## src/hdl/lp2c_pkg.sv

```systemverilog
// Package for the laser polar-to-Cartesian converter.
// Holds the sequencer state type, register indexes, fixed-point constants and the arctangent table.
// No dependencies.
package lp2c_pkg;

	typedef enum logic [1:0] {
		ST_IDLE,
		ST_KMUL,
		ST_ROT,
		ST_DONE
	} state_t;

	localparam int unsigned CFG_ADDR_W = 3;
	localparam int unsigned CFG_DATA_W = 32;

	localparam logic [CFG_ADDR_W-1:0] CFG_ANGLE_START  = 3'd0;
	localparam logic [CFG_ADDR_W-1:0] CFG_ANGLE_STEP   = 3'd1;
	localparam logic [CFG_ADDR_W-1:0] CFG_DIST_LO      = 3'd2;
	localparam logic [CFG_ADDR_W-1:0] CFG_DIST_HI      = 3'd3;
	localparam logic [CFG_ADDR_W-1:0] CFG_SCALE_TO_MAP = 3'd4;

	localparam logic [31:0] ANGLE_START_RST  = 32'd0;
	localparam logic [31:0] ANGLE_STEP_RST   = 32'd0;
	localparam logic [15:0] DIST_LO_RST      = 16'd0;
	localparam logic [15:0] DIST_HI_RST      = 16'd65535;
	localparam logic [15:0] SCALE_TO_MAP_RST = 16'd10240;

	// 0.1 m in 1/1024 m
	localparam logic [16:0] RANGE_MARGIN = 17'd102;
	// 1/K of the CORDIC, Q30
	localparam logic [29:0] KINV_Q30 = 30'd652032874;

	localparam int unsigned TABLE_LEN = 24;
	localparam int unsigned OUT_W     = 23;

	// arctan(2^-i) as a 32-bit binary angle
	function automatic logic [31:0] atan_turns(input logic [4:0] idx);
		logic [31:0] v;
		unique case (idx)
			5'd0:    v = 32'd536870912;
			5'd1:    v = 32'd316933406;
			5'd2:    v = 32'd167458907;
			5'd3:    v = 32'd85004756;
			5'd4:    v = 32'd42667331;
			5'd5:    v = 32'd21354465;
			5'd6:    v = 32'd10679838;
			5'd7:    v = 32'd5340245;
			5'd8:    v = 32'd2670163;
			5'd9:    v = 32'd1335087;
			5'd10:   v = 32'd667544;
			5'd11:   v = 32'd333772;
			5'd12:   v = 32'd166886;
			5'd13:   v = 32'd83443;
			5'd14:   v = 32'd41722;
			5'd15:   v = 32'd20861;
			5'd16:   v = 32'd10430;
			5'd17:   v = 32'd5215;
			5'd18:   v = 32'd2608;
			5'd19:   v = 32'd1304;
			5'd20:   v = 32'd652;
			5'd21:   v = 32'd326;
			5'd22:   v = 32'd163;
			5'd23:   v = 32'd81;
			default: v = 32'd0;
		endcase
		return v;
	endfunction

endpackage

```

## src/hdl/laser_polar_to_cartesian.sv

```systemverilog
// Laser polar-to-Cartesian converter: beam angle tracking, range gate, scaling and CORDIC rotation.
// Depends on lp2c_pkg.
//
// One range sample per input transaction; s_tuser high marks the first beam of a scan and
// reloads the beam angle from angle_start, otherwise angle_step is added. A sample strictly
// inside (minimum range, maximum range - 0.1 m) produces one output transaction with
// x = cos * d and y = sin * d in 1/256 map cell, saturated to 23 bits; any other sample updates
// the angle only and produces nothing. A gated-in sample occupies the core while the 1/K
// scaling multiplies one byte of range*scale per cycle over its four bytes, then the shared
// CORDIC stage runs one iteration per cycle, then the result is rounded into the output
// register. A rejected sample does not occupy the core. The output register lets the next
// sample start while a result waits for m_tready.
module laser_polar_to_cartesian #(
	parameter int unsigned ANGLE_BITS    = 32,
	parameter int unsigned CORDIC_STAGES = 16
) (
	input  logic                                clk,
	input  logic                                arst_n,
	// slave: range [15:0]
	input  logic                                s_tvalid,
	output logic                                s_tready,
	input  logic [15:0]                         s_tdata,
	// slave tuser: scan_start [0]
	input  logic                                s_tuser,
	// master: x [22:0], y [45:23], zero [47:46]
	output logic                                m_tvalid,
	input  logic                                m_tready,
	output logic [47:0]                         m_tdata,
	input  logic                                cfg_we,
	input  logic [lp2c_pkg::CFG_ADDR_W-1:0]     cfg_addr,
	input  logic [lp2c_pkg::CFG_DATA_W-1:0]     cfg_wdata
);

	localparam int unsigned NSTG  = (CORDIC_STAGES < lp2c_pkg::TABLE_LEN) ?
		CORDIC_STAGES : lp2c_pkg::TABLE_LEN;
	localparam int unsigned CNT_W = $clog2(NSTG);
	localparam logic [CNT_W-1:0] LAST_STG = CNT_W'(NSTG - 1);
	localparam logic [31:0] ANGLE_MASK = ~((32'd1 << (32 - ANGLE_BITS)) - 32'd1);
	localparam int unsigned OUT_W = lp2c_pkg::OUT_W;

	lp2c_pkg::state_t state_q, state_d;

	logic [31:0] angle_start_q, angle_step_q, beam_angle_q;
	logic [15:0] dist_lo_q, dist_hi_q, scale_q;

	logic [31:0]        prod_q;
	logic [29:0]        acc_q;
	logic [1:0]         dig_q;
	logic [CNT_W-1:0]   cnt_q;
	logic               neg_q;
	logic signed [30:0] x_q, y_q;
	logic signed [33:0] z_q;
	logic               m_valid_q;
	logic [47:0]        m_data_q;

	logic        accept, in_ok, load_out, out_free;
	logic [31:0] next_angle, ang_m, ang_f;
	logic        fold;
	logic [37:0] kmul_sum;
	logic signed [30:0] xs, ys, x_next, y_next;
	logic signed [33:0] z_next, atan_v;

	function automatic logic [OUT_W-1:0] round_sat(input logic signed [30:0] v);
		logic signed [31:0] t;
		logic signed [31:0] r;
		logic [OUT_W-1:0]   res;
		t = 32'(v) + 32'sd32;
		r = t >>> 6;
		if (r > 32'sd4194303) begin
			res = 23'h3FFFFF;
		end else if (r < -32'sd4194304) begin
			res = 23'h400000;
		end else begin
			res = r[OUT_W-1:0];
		end
		return res;
	endfunction

	// handshake and gate
	always_comb begin
		s_tready = (state_q == lp2c_pkg::ST_IDLE);
		accept   = s_tvalid && s_tready;
		in_ok    = (s_tdata > dist_lo_q) &&
			(({1'b0, s_tdata} + lp2c_pkg::RANGE_MARGIN) < {1'b0, dist_hi_q});
		out_free = !m_valid_q || m_tready;
		load_out = (state_q == lp2c_pkg::ST_DONE) && out_free;
		m_tvalid = m_valid_q;
		m_tdata  = m_data_q;
	end

	// next state
	always_comb begin
		state_d = state_q;
		unique case (state_q)
			lp2c_pkg::ST_IDLE: begin
				if (accept && in_ok) state_d = lp2c_pkg::ST_KMUL;
			end
			lp2c_pkg::ST_KMUL: begin
				if (dig_q == 2'd3) state_d = lp2c_pkg::ST_ROT;
			end
			lp2c_pkg::ST_ROT: begin
				if (cnt_q == LAST_STG) state_d = lp2c_pkg::ST_DONE;
			end
			lp2c_pkg::ST_DONE: begin
				if (out_free) state_d = lp2c_pkg::ST_IDLE;
			end
			default: state_d = lp2c_pkg::ST_IDLE;
		endcase
	end

	// datapath
	always_comb begin
		next_angle = s_tuser ? angle_start_q : (beam_angle_q + angle_step_q);
		ang_m      = next_angle & ANGLE_MASK;
		fold       = (ang_m[31:30] == 2'b01) || (ang_m[31:30] == 2'b10);
		ang_f      = fold ? (ang_m ^ 32'h8000_0000) : ang_m;

		// serial 1/K multiply, low byte first; dropped bits are final
		kmul_sum = {8'd0, acc_q} + (38'(prod_q[7:0]) * 38'(lp2c_pkg::KINV_Q30));

		xs     = x_q >>> cnt_q;
		ys     = y_q >>> cnt_q;
		atan_v = 34'(lp2c_pkg::atan_turns(5'(cnt_q)));
		if (!z_q[33]) begin
			x_next = x_q - ys;
			y_next = y_q + xs;
			z_next = z_q - atan_v;
		end else begin
			x_next = x_q + ys;
			y_next = y_q - xs;
			z_next = z_q + atan_v;
		end
	end

	always_ff @(posedge clk or negedge arst_n) begin
		if (!arst_n) begin
			angle_start_q <= lp2c_pkg::ANGLE_START_RST;
			angle_step_q  <= lp2c_pkg::ANGLE_STEP_RST;
			dist_lo_q     <= lp2c_pkg::DIST_LO_RST;
			dist_hi_q     <= lp2c_pkg::DIST_HI_RST;
			scale_q       <= lp2c_pkg::SCALE_TO_MAP_RST;
		end else if (cfg_we) begin
			unique case (cfg_addr)
				lp2c_pkg::CFG_ANGLE_START:  angle_start_q <= cfg_wdata;
				lp2c_pkg::CFG_ANGLE_STEP:   angle_step_q  <= cfg_wdata;
				lp2c_pkg::CFG_DIST_LO:      dist_lo_q     <= cfg_wdata[15:0];
				lp2c_pkg::CFG_DIST_HI:      dist_hi_q     <= cfg_wdata[15:0];
				lp2c_pkg::CFG_SCALE_TO_MAP: scale_q       <= cfg_wdata[15:0];
				default: ;
			endcase
		end
	end

	always_ff @(posedge clk or negedge arst_n) begin
		if (!arst_n) begin
			state_q      <= lp2c_pkg::ST_IDLE;
			beam_angle_q <= '0;
			m_valid_q    <= 1'b0;
			dig_q        <= '0;
			cnt_q        <= '0;
		end else begin
			state_q <= state_d;
			if (accept) beam_angle_q <= next_angle;
			if (load_out) begin
				m_valid_q <= 1'b1;
			end else if (m_tready) begin
				m_valid_q <= 1'b0;
			end
			unique case (state_q)
				lp2c_pkg::ST_IDLE: begin
					dig_q <= '0;
					cnt_q <= '0;
				end
				lp2c_pkg::ST_KMUL: dig_q <= dig_q + 2'd1;
				lp2c_pkg::ST_ROT:  cnt_q <= cnt_q + CNT_W'(1);
				lp2c_pkg::ST_DONE: cnt_q <= '0;
				default: ;
			endcase
		end
	end

	always_ff @(posedge clk) begin
		unique case (state_q)
			lp2c_pkg::ST_IDLE: begin
				prod_q <= 32'(s_tdata) * 32'(scale_q);
				acc_q  <= '0;
				neg_q  <= fold;
				z_q    <= 34'(signed'(ang_f));
			end
			lp2c_pkg::ST_KMUL: begin
				acc_q  <= kmul_sum[37:8];
				prod_q <= prod_q >> 8;
				if (dig_q == 2'd3) begin
					x_q <= neg_q ? -signed'(31'(kmul_sum[37:10])) : signed'(31'(kmul_sum[37:10]));
					y_q <= '0;
				end
			end
			lp2c_pkg::ST_ROT: begin
				x_q <= x_next;
				y_q <= y_next;
				z_q <= z_next;
			end
			lp2c_pkg::ST_DONE: begin
				if (load_out) m_data_q <= {2'b00, round_sat(y_q), round_sat(x_q)};
			end
			default: ;
		endcase
	end

endmodule

```

## config.mk

```make
export PLATFORM = sky130hd
export DESIGN_NAME = laser_polar_to_cartesian
export DESIGN_NICKNAME = d
export VERILOG_FILES = /design/src/hdl/lp2c_pkg.sv /design/src/hdl/laser_polar_to_cartesian.sv
export SDC_FILE = /design/constraint.sdc
export NUM_CORES = 2
export LEC_CHECK = 0
export ABC_AREA = 1
export BUFFER_PORTS_ARGS = -buffer_cell sky130_fd_sc_hd__buf_2
export CAP_MARGIN = 20
export CORE_UTILIZATION = 50
export CTS_BUF_LIST = sky130_fd_sc_hd__clkbuf_4 sky130_fd_sc_hd__clkbuf_8 sky130_fd_sc_hd__clkbuf_16
export DETAILED_ROUTE_END_ITERATION = 8
export GPL_TIMING_DRIVEN = 0
export PLACE_DENSITY_LB_ADDON = 0.05
export SLEW_MARGIN = 20
export SYNTH_ARGS = -nofsm -noshare
export SYNTH_HDL_FRONTEND = slang
export SYNTH_SLANG_ARGS = --single-unit
```

## constraint.sdc

```tcl
create_clock -name clk -period 9.15 [get_ports clk]
set_clock_uncertainty 0.15 [all_clocks]
set_input_delay 0.4575 -clock clk [delete_from_list [all_inputs] [get_ports clk]]
set_output_delay 0.4575 -clock clk [all_outputs]
set_load 0.02 [all_outputs]
```

# --- Word-level counts from Yosys, hierarchy flattened ---
# Memory sizes are Yosys's and may differ from the RTL's.
# Cells that the tools add are included.
totals:
  ff_bits: 358
  rom_bits: 480
  output_inout_bits: 50
  mem_count: 1
memory_table:
  columns: ["name", "words", "width", "read_ports", "rd_ports_with_merged_regs", "write_ports", "line_no", "rtl"]
  rows:
  - ["(no name shown)", 16, 30, 1, 0, 0, "lp2c_pkg.sv:39", "unique case (idx)"]
classes:
  addsub: 14
  multipliers: 2
  order_cmp: 6
  n_eq_ne: 15
  shifts: 2
  mux: 24
  bitwise: 1
  n_reduce_logical: 23
op_table:
  columns: ["cell", "n"]
  rows:
  - ["31-bit 2-to-1 mux", 5]
  - ["31-bit one-hot mux with 2 select lines", 2]
  - ["34-bit one-hot mux with 2 select lines", 1]
  - ["31-bit by 7-bit adder with 32-bit output (second input constant)", 2]
  - ["32-bit 2-to-1 mux", 2]
  - ["32-bit one-hot mux with 2 select lines", 1]
  - ["31-bit adder", 2]
  - ["31-bit by 4-bit >>> shifter with 31-bit output", 2]
  - ["31-bit subtractor", 2]
  - ["30-bit one-hot mux with 2 select lines", 1]
  - ["26-bit by 23-bit greater-than comparator with 1-bit output (second input constant)", 2]
  - ["26-bit by 23-bit < comparator with 1-bit output (second input constant)", 2]
  - ["23-bit 2-to-1 mux", 2]
  - ["30-bit by 38-bit adder with 38-bit output", 1]
  - ["8-bit by 29-bit multiplier with 37-bit output (second input constant)", 1]
  - ["34-bit by 33-bit adder with 34-bit output", 1]
  - ["34-bit 2-to-1 mux", 1]
  - ["34-bit by 33-bit subtractor with 34-bit output", 1]
  - ["32-bit adder", 1]
  - ["16-bit by 16-bit multiplier with 32-bit output", 1]
  - ["28-bit negation with 31-bit output", 1]
  - ["16-bit by 7-bit adder with 17-bit output (second input constant)", 1]
  - ["17-bit by 16-bit < comparator with 1-bit output", 1]
  - ["16-bit greater-than comparator", 1]
  - ["other kinds (25)", 50]

# --- Logic depth before layout (Yosys ltp) ---
logic_depth:
  word_depth: 6
  depth_mapped: 39

# --- Worst setup path after synthesis ---
# Ideal clock, no wire load.
synth_timing:
  path_kind: "input to register"
  start: "input s_tdata[8]"
  end: "register prod_q[30], data pin"
  setup_time_ns: 0.259
  t_arrival_ns: 6.113
  t_required_ns: 8.741
  path_slack_ns: 2.628
  cell_stages: 26
  path_cell_list: "clkbuf_1 > buf_1 > nand2_1 > fa_1 > inv_1 > fa_1 > inv_1 > fa_1 > inv_1 > fa_1 > inv_1 > fa_1 > inv_1 > fa_1 > ha_1 > nand2_1 > nor2_1 > nand2_1 > o21ai_0 > inv_1 > o21ai_0 > a21boi_0 > o21bai_1 > a21oi_1 > o21ai_0 > a21oi_1"
synth_via:
  elab_chain_len: 2
synth_lines:
  columns: ["item", "line_no", "rtl"]
  rows:
  - ["start, declared", "laser_polar_to_cartesian.sv:22", "input logic [15:0] s_tdata,"]
  - ["16-bit by 16-bit multiplier with 32-bit output", "laser_polar_to_cartesian.sv:185", "prod_q <= 32'(s_tdata) * 32'(scale_q);"]
  - ["32-bit one-hot mux with 2 select lines", "laser_polar_to_cartesian.sv:183", "unique case (state_q)"]
  - ["end signal, assigned", "laser_polar_to_cartesian.sv:185", null]
  - ["end signal, assigned", "laser_polar_to_cartesian.sv:192", "prod_q <= prod_q >> 8;"]
  - ["end, declared", "laser_polar_to_cartesian.sv:46", "logic [31:0] prod_q;"]
# Every way passes these cells.
# A chain may end at the register's enable or synchronous reset.

# --- Worst setup path in the final report ---
layout_timing:
  start: "register prod_q[6]"
  end: "register x_q[28], data pin"
layout_via:
  elab_chain_len: 6
layout_lines:
  columns: ["item", "line_no", "rtl"]
  rows:
  - ["8-bit by 29-bit multiplier with 37-bit output", "laser_polar_to_cartesian.sv:119", "kmul_sum = {8'd0, acc_q} + (38'(prod_q[7:0]) * 38'(lp2c_pkg::KINV_Q30));"]
  - ["30-bit by 38-bit adder with 38-bit output", "laser_polar_to_cartesian.sv:119", null]
  - ["28-bit negation with 31-bit output", "laser_polar_to_cartesian.sv:194", "x_q <= neg_q ? -signed'(31'(kmul_sum[37:10])) : signed'(31'(kmul_sum[37:10]));"]
  - ["31-bit 2-to-1 mux", "laser_polar_to_cartesian.sv:194", null]
  - ["31-bit 2-to-1 mux", "laser_polar_to_cartesian.sv:193", "if (dig_q == 2'd3) begin"]
  - ["31-bit one-hot mux with 2 select lines", "laser_polar_to_cartesian.sv:183", null]
  - ["end signal, assigned", "laser_polar_to_cartesian.sv:194", null]
  - ["end signal, assigned", "laser_polar_to_cartesian.sv:199", "x_q <= x_next;"]
  - ["end, declared", "laser_polar_to_cartesian.sv:51", "logic signed [30:0] x_q, y_q;"]
# Every way passes these cells. The select of a mux whose other input is x is not followed.

==> metrics.yaml <==
grt_antenna_before_repair: 2
die_width_um: 296
placement.io_buffers: 103
cp-end-kind: "flop"
die_h_um: 296
period_share: 0.863
numCtsBuffers: 46
critical_path_class: "flop to flop"
grt_pass1_wl_mm: 218
slew_headroom: 0.173
avgSynthCellArea_um2: 7.11
cts-resized-gates: 0
place_inst: 7316
vias_per_cell: 5.46
postSynthCellCount: 6062
nets: 6940
fin_util: 0.551
fin_cells: 7418
start_util: 0.505
cp_common_cell: "nand3_1"
cp.arrival_ns: 8.13
cts_tree: "built"
routed_wl_mm: 141
drc_errors: 0
core_um2: 85300
cts_hold_buf: 17
track_usage: 0.323
drive_above_1_share: 0.0614
maxCapViolCount: 0
yosysUniqueCellTypes: 73
overflow: 0
post_cts_buffers: 0
drtPass1Iterations: 6
place_congestion: 1.01
io_pins: 107
grt_max_degree: 79
synth-seq-cells: 357
crit_required_ns: 9.38
rows: 107
vias: 40497
synthFlopType: "edfxtp_1"
highest_layer: "met5"
grt_pass1_vias: 38430
placed_area_um2: 45200
postSynth.asyncResetShare: 0.429
ctsHtreeMaxLevel: 2
slew_viol_final: 0
status: "finished, final reports clean"
synthTopCellsByArea: "nand2_1 (15%), edfxtp_1 (14%), fa_1 (12%)"
hp-class: "primary input to flop"
yosysTopAreaCellShare: 0.150
clk_pin_slew_ns: 0.06
hpwl_mm: 115
fmax_mhz: 127
critPathMaxStageDelay_ns: 0.67
final_cell_area_um2: 47000
fin_crit_ns: 7.90
dr_wl_met2_mm: 61.8
wl_met3_mm: 10.2
hold_viol_final: 0
area_growth_pct: 9.02
netlist_area_um2: 43100
antenna-diode-count: 0
dieArea_um2: 87400
clk_latency_ns: 0.66
ys_warn_count: 0
ys_seq_area_frac: 0.232
cts_sinks: 357
critPathLaunchType: "flop"
slowest_stage: "edfxtp_1"
clockBufferDepth: 3
rsz0062_at_grt: "no"
synth_top_area_cell: "nand2_1"
path_max_fanout: 8
wl_met1_mm: 65.4
clockRootBuffer: "clkbuf_16"
finalSetupViolations: 0
fin_tns_setup_ns: 0
detail-route-antenna-nets: 0
drtIter0Drc: 3540
worstMarginPinSlew_ns: 1.23
wl_per_cell_um: 19.0
synth_edf_count: 204
[metrics by stage]
step | setup WS [ns] | hold slack (ns)
final | 1.25 | 0.0306
after global routing | 0.695 | 0.0468
after CTS | 1.32 | 0.00665
after detailed placement | 1.25 | 0.311
after global placement | -1.17 | 0.318
after floorplan | 2.63 | 0.0119
[area by class of cell]
cell class              instances  area, um2
fillers                      8548      38300
multi-input cells            4499      28400
flip-flops and latches        357       9980
inverters                    1006       3780
well taps                    1144       1430
clock buffers                  61       1320
plain buffers                 201        936
repair buffers                126        853
clock inverters                24        255
[critical path: cells and delay by family (launching register included)]
family / cells / cell delay, ns
AND/OR/NAND/NOR: 18 / 2.84
XOR/XNOR: 1 / 0.20
buffers and inverters: 5 / 0.53
AO/OA/AOI/OAI: 2 / 0.36
adder cells (fa/ha/maj): 6 / 2.88
flip-flops: 1 / 0.67
[placed cells by master, fill, tap and decap left out, types with 14 or more instances in the layout]
master         Yosys  final
nand2_1         1723   1723
inv_1            996    995
o21ai_0          445    444
ha_1             382    382
nor2_1           376    376
a21oi_1          331    330
fa_1             264    264
nand3_1          259    259
edfxtp_1         204    204
dfrtp_1          135    135
buf_2             27    129
clkbuf_1         125    124
xor2_1           113    113
o21ai_1           78     78
xnor2_1           62     62
nor3_1            60     60
or2_2             56     56
a31oi_1           54     54
clkbuf_16          0     47
nand4_1           43     43
buf_1             24     24
mux2i_1           21     21
o211ai_1          19     19
o21bai_1          19     19
nor4_1            19     19
dfstp_2           18     18
o21a_1            17     17
dlygate4sd3_1      0     17
nand3b_1          16     16
buf_6             14     14
[flip-flops by register name (all words and copies together), names as in the netlist]
signal,count
state_q,2
cnt_q,4
dig_q,2
angle_start_q,32
acc_q,29
prod_q,32
m_tvalid,1
dist_hi_q,16
x_q,31
y_q,31
neg_q,1
beam_angle_q,32
m_tdata,46
dist_lo_q,16
z_q,34
angle_step_q,32
scale_q,16
[per-layer routing]
metal | GRT usage | vias up
li1 | - | 19828
met1 | 0.465 | 19141
met2 | 0.507 | 1344
met3 | 0.0445 | 182
met4 | 0.0824 | 2
met5 | 0 | -
[synthesized netlist by cell type, drive strengths merged (2+ instances only)]
cell type	instances
or2	64
buf	76
dfstp	18
a221oi	5
a2111oi	2
fa	264
nand4	47
o21bai	20
nand2	1726
inv	1003
a21boi	8
and3	3
a21oi	332
and2	3
nand3	266
a31oi	54
nor4	22
xnor2	62
edfxtp	204
clkinv	3
a22oi	3
clkbuf	125
o32ai	4
o21a	17
o221ai	2
mux2i	22
nor3b	4
nor2	388
a32oi	2
a211oi	5
o21ai	530
nor3	70
o211ai	20
dfrtp	135
xor2	116
nand3b	16
o22ai	12
a21o	10
o311ai	2
o31ai	10
ha	382
[final timing paths]
kind,to,slack [ns],from,cells past startpoint
max in group asynchronous,dist_hi_q[12],7.78,arst_n,3
min in group asynchronous,angle_start_q[29],0.19,arst_n,2
max reg2reg,x_q[28],1.25,prod_q[6],32
max,x_q[28],1.25,prod_q[6],32
min,dist_lo_q[13],0.03,cfg_wdata[13],3
min reg2reg,angle_start_q[31],0.33,angle_start_q[31],2
[cells by family (layout without fill, tap and decap cells)]
group / count (synthesis) / in the layout / share of synthesized area
simple gates: 2609 / 2609 / 0.252
buf+inv: 1207 / 1418 / 0.109
compound gates: 1042 / 1042 / 0.132
fa+ha+maj: 646 / 646 / 0.234
flops: 357 / 357 / 0.232
xor+xnor: 178 / 178 / 0.0367
mux: 22 / 22 / 0.00520
other cells: 1 / 2 / 0.0000870
Power is left out: the tool's default activity adds up to more than one toggle a clock period on the data nets, which glitch-free logic cannot reach.
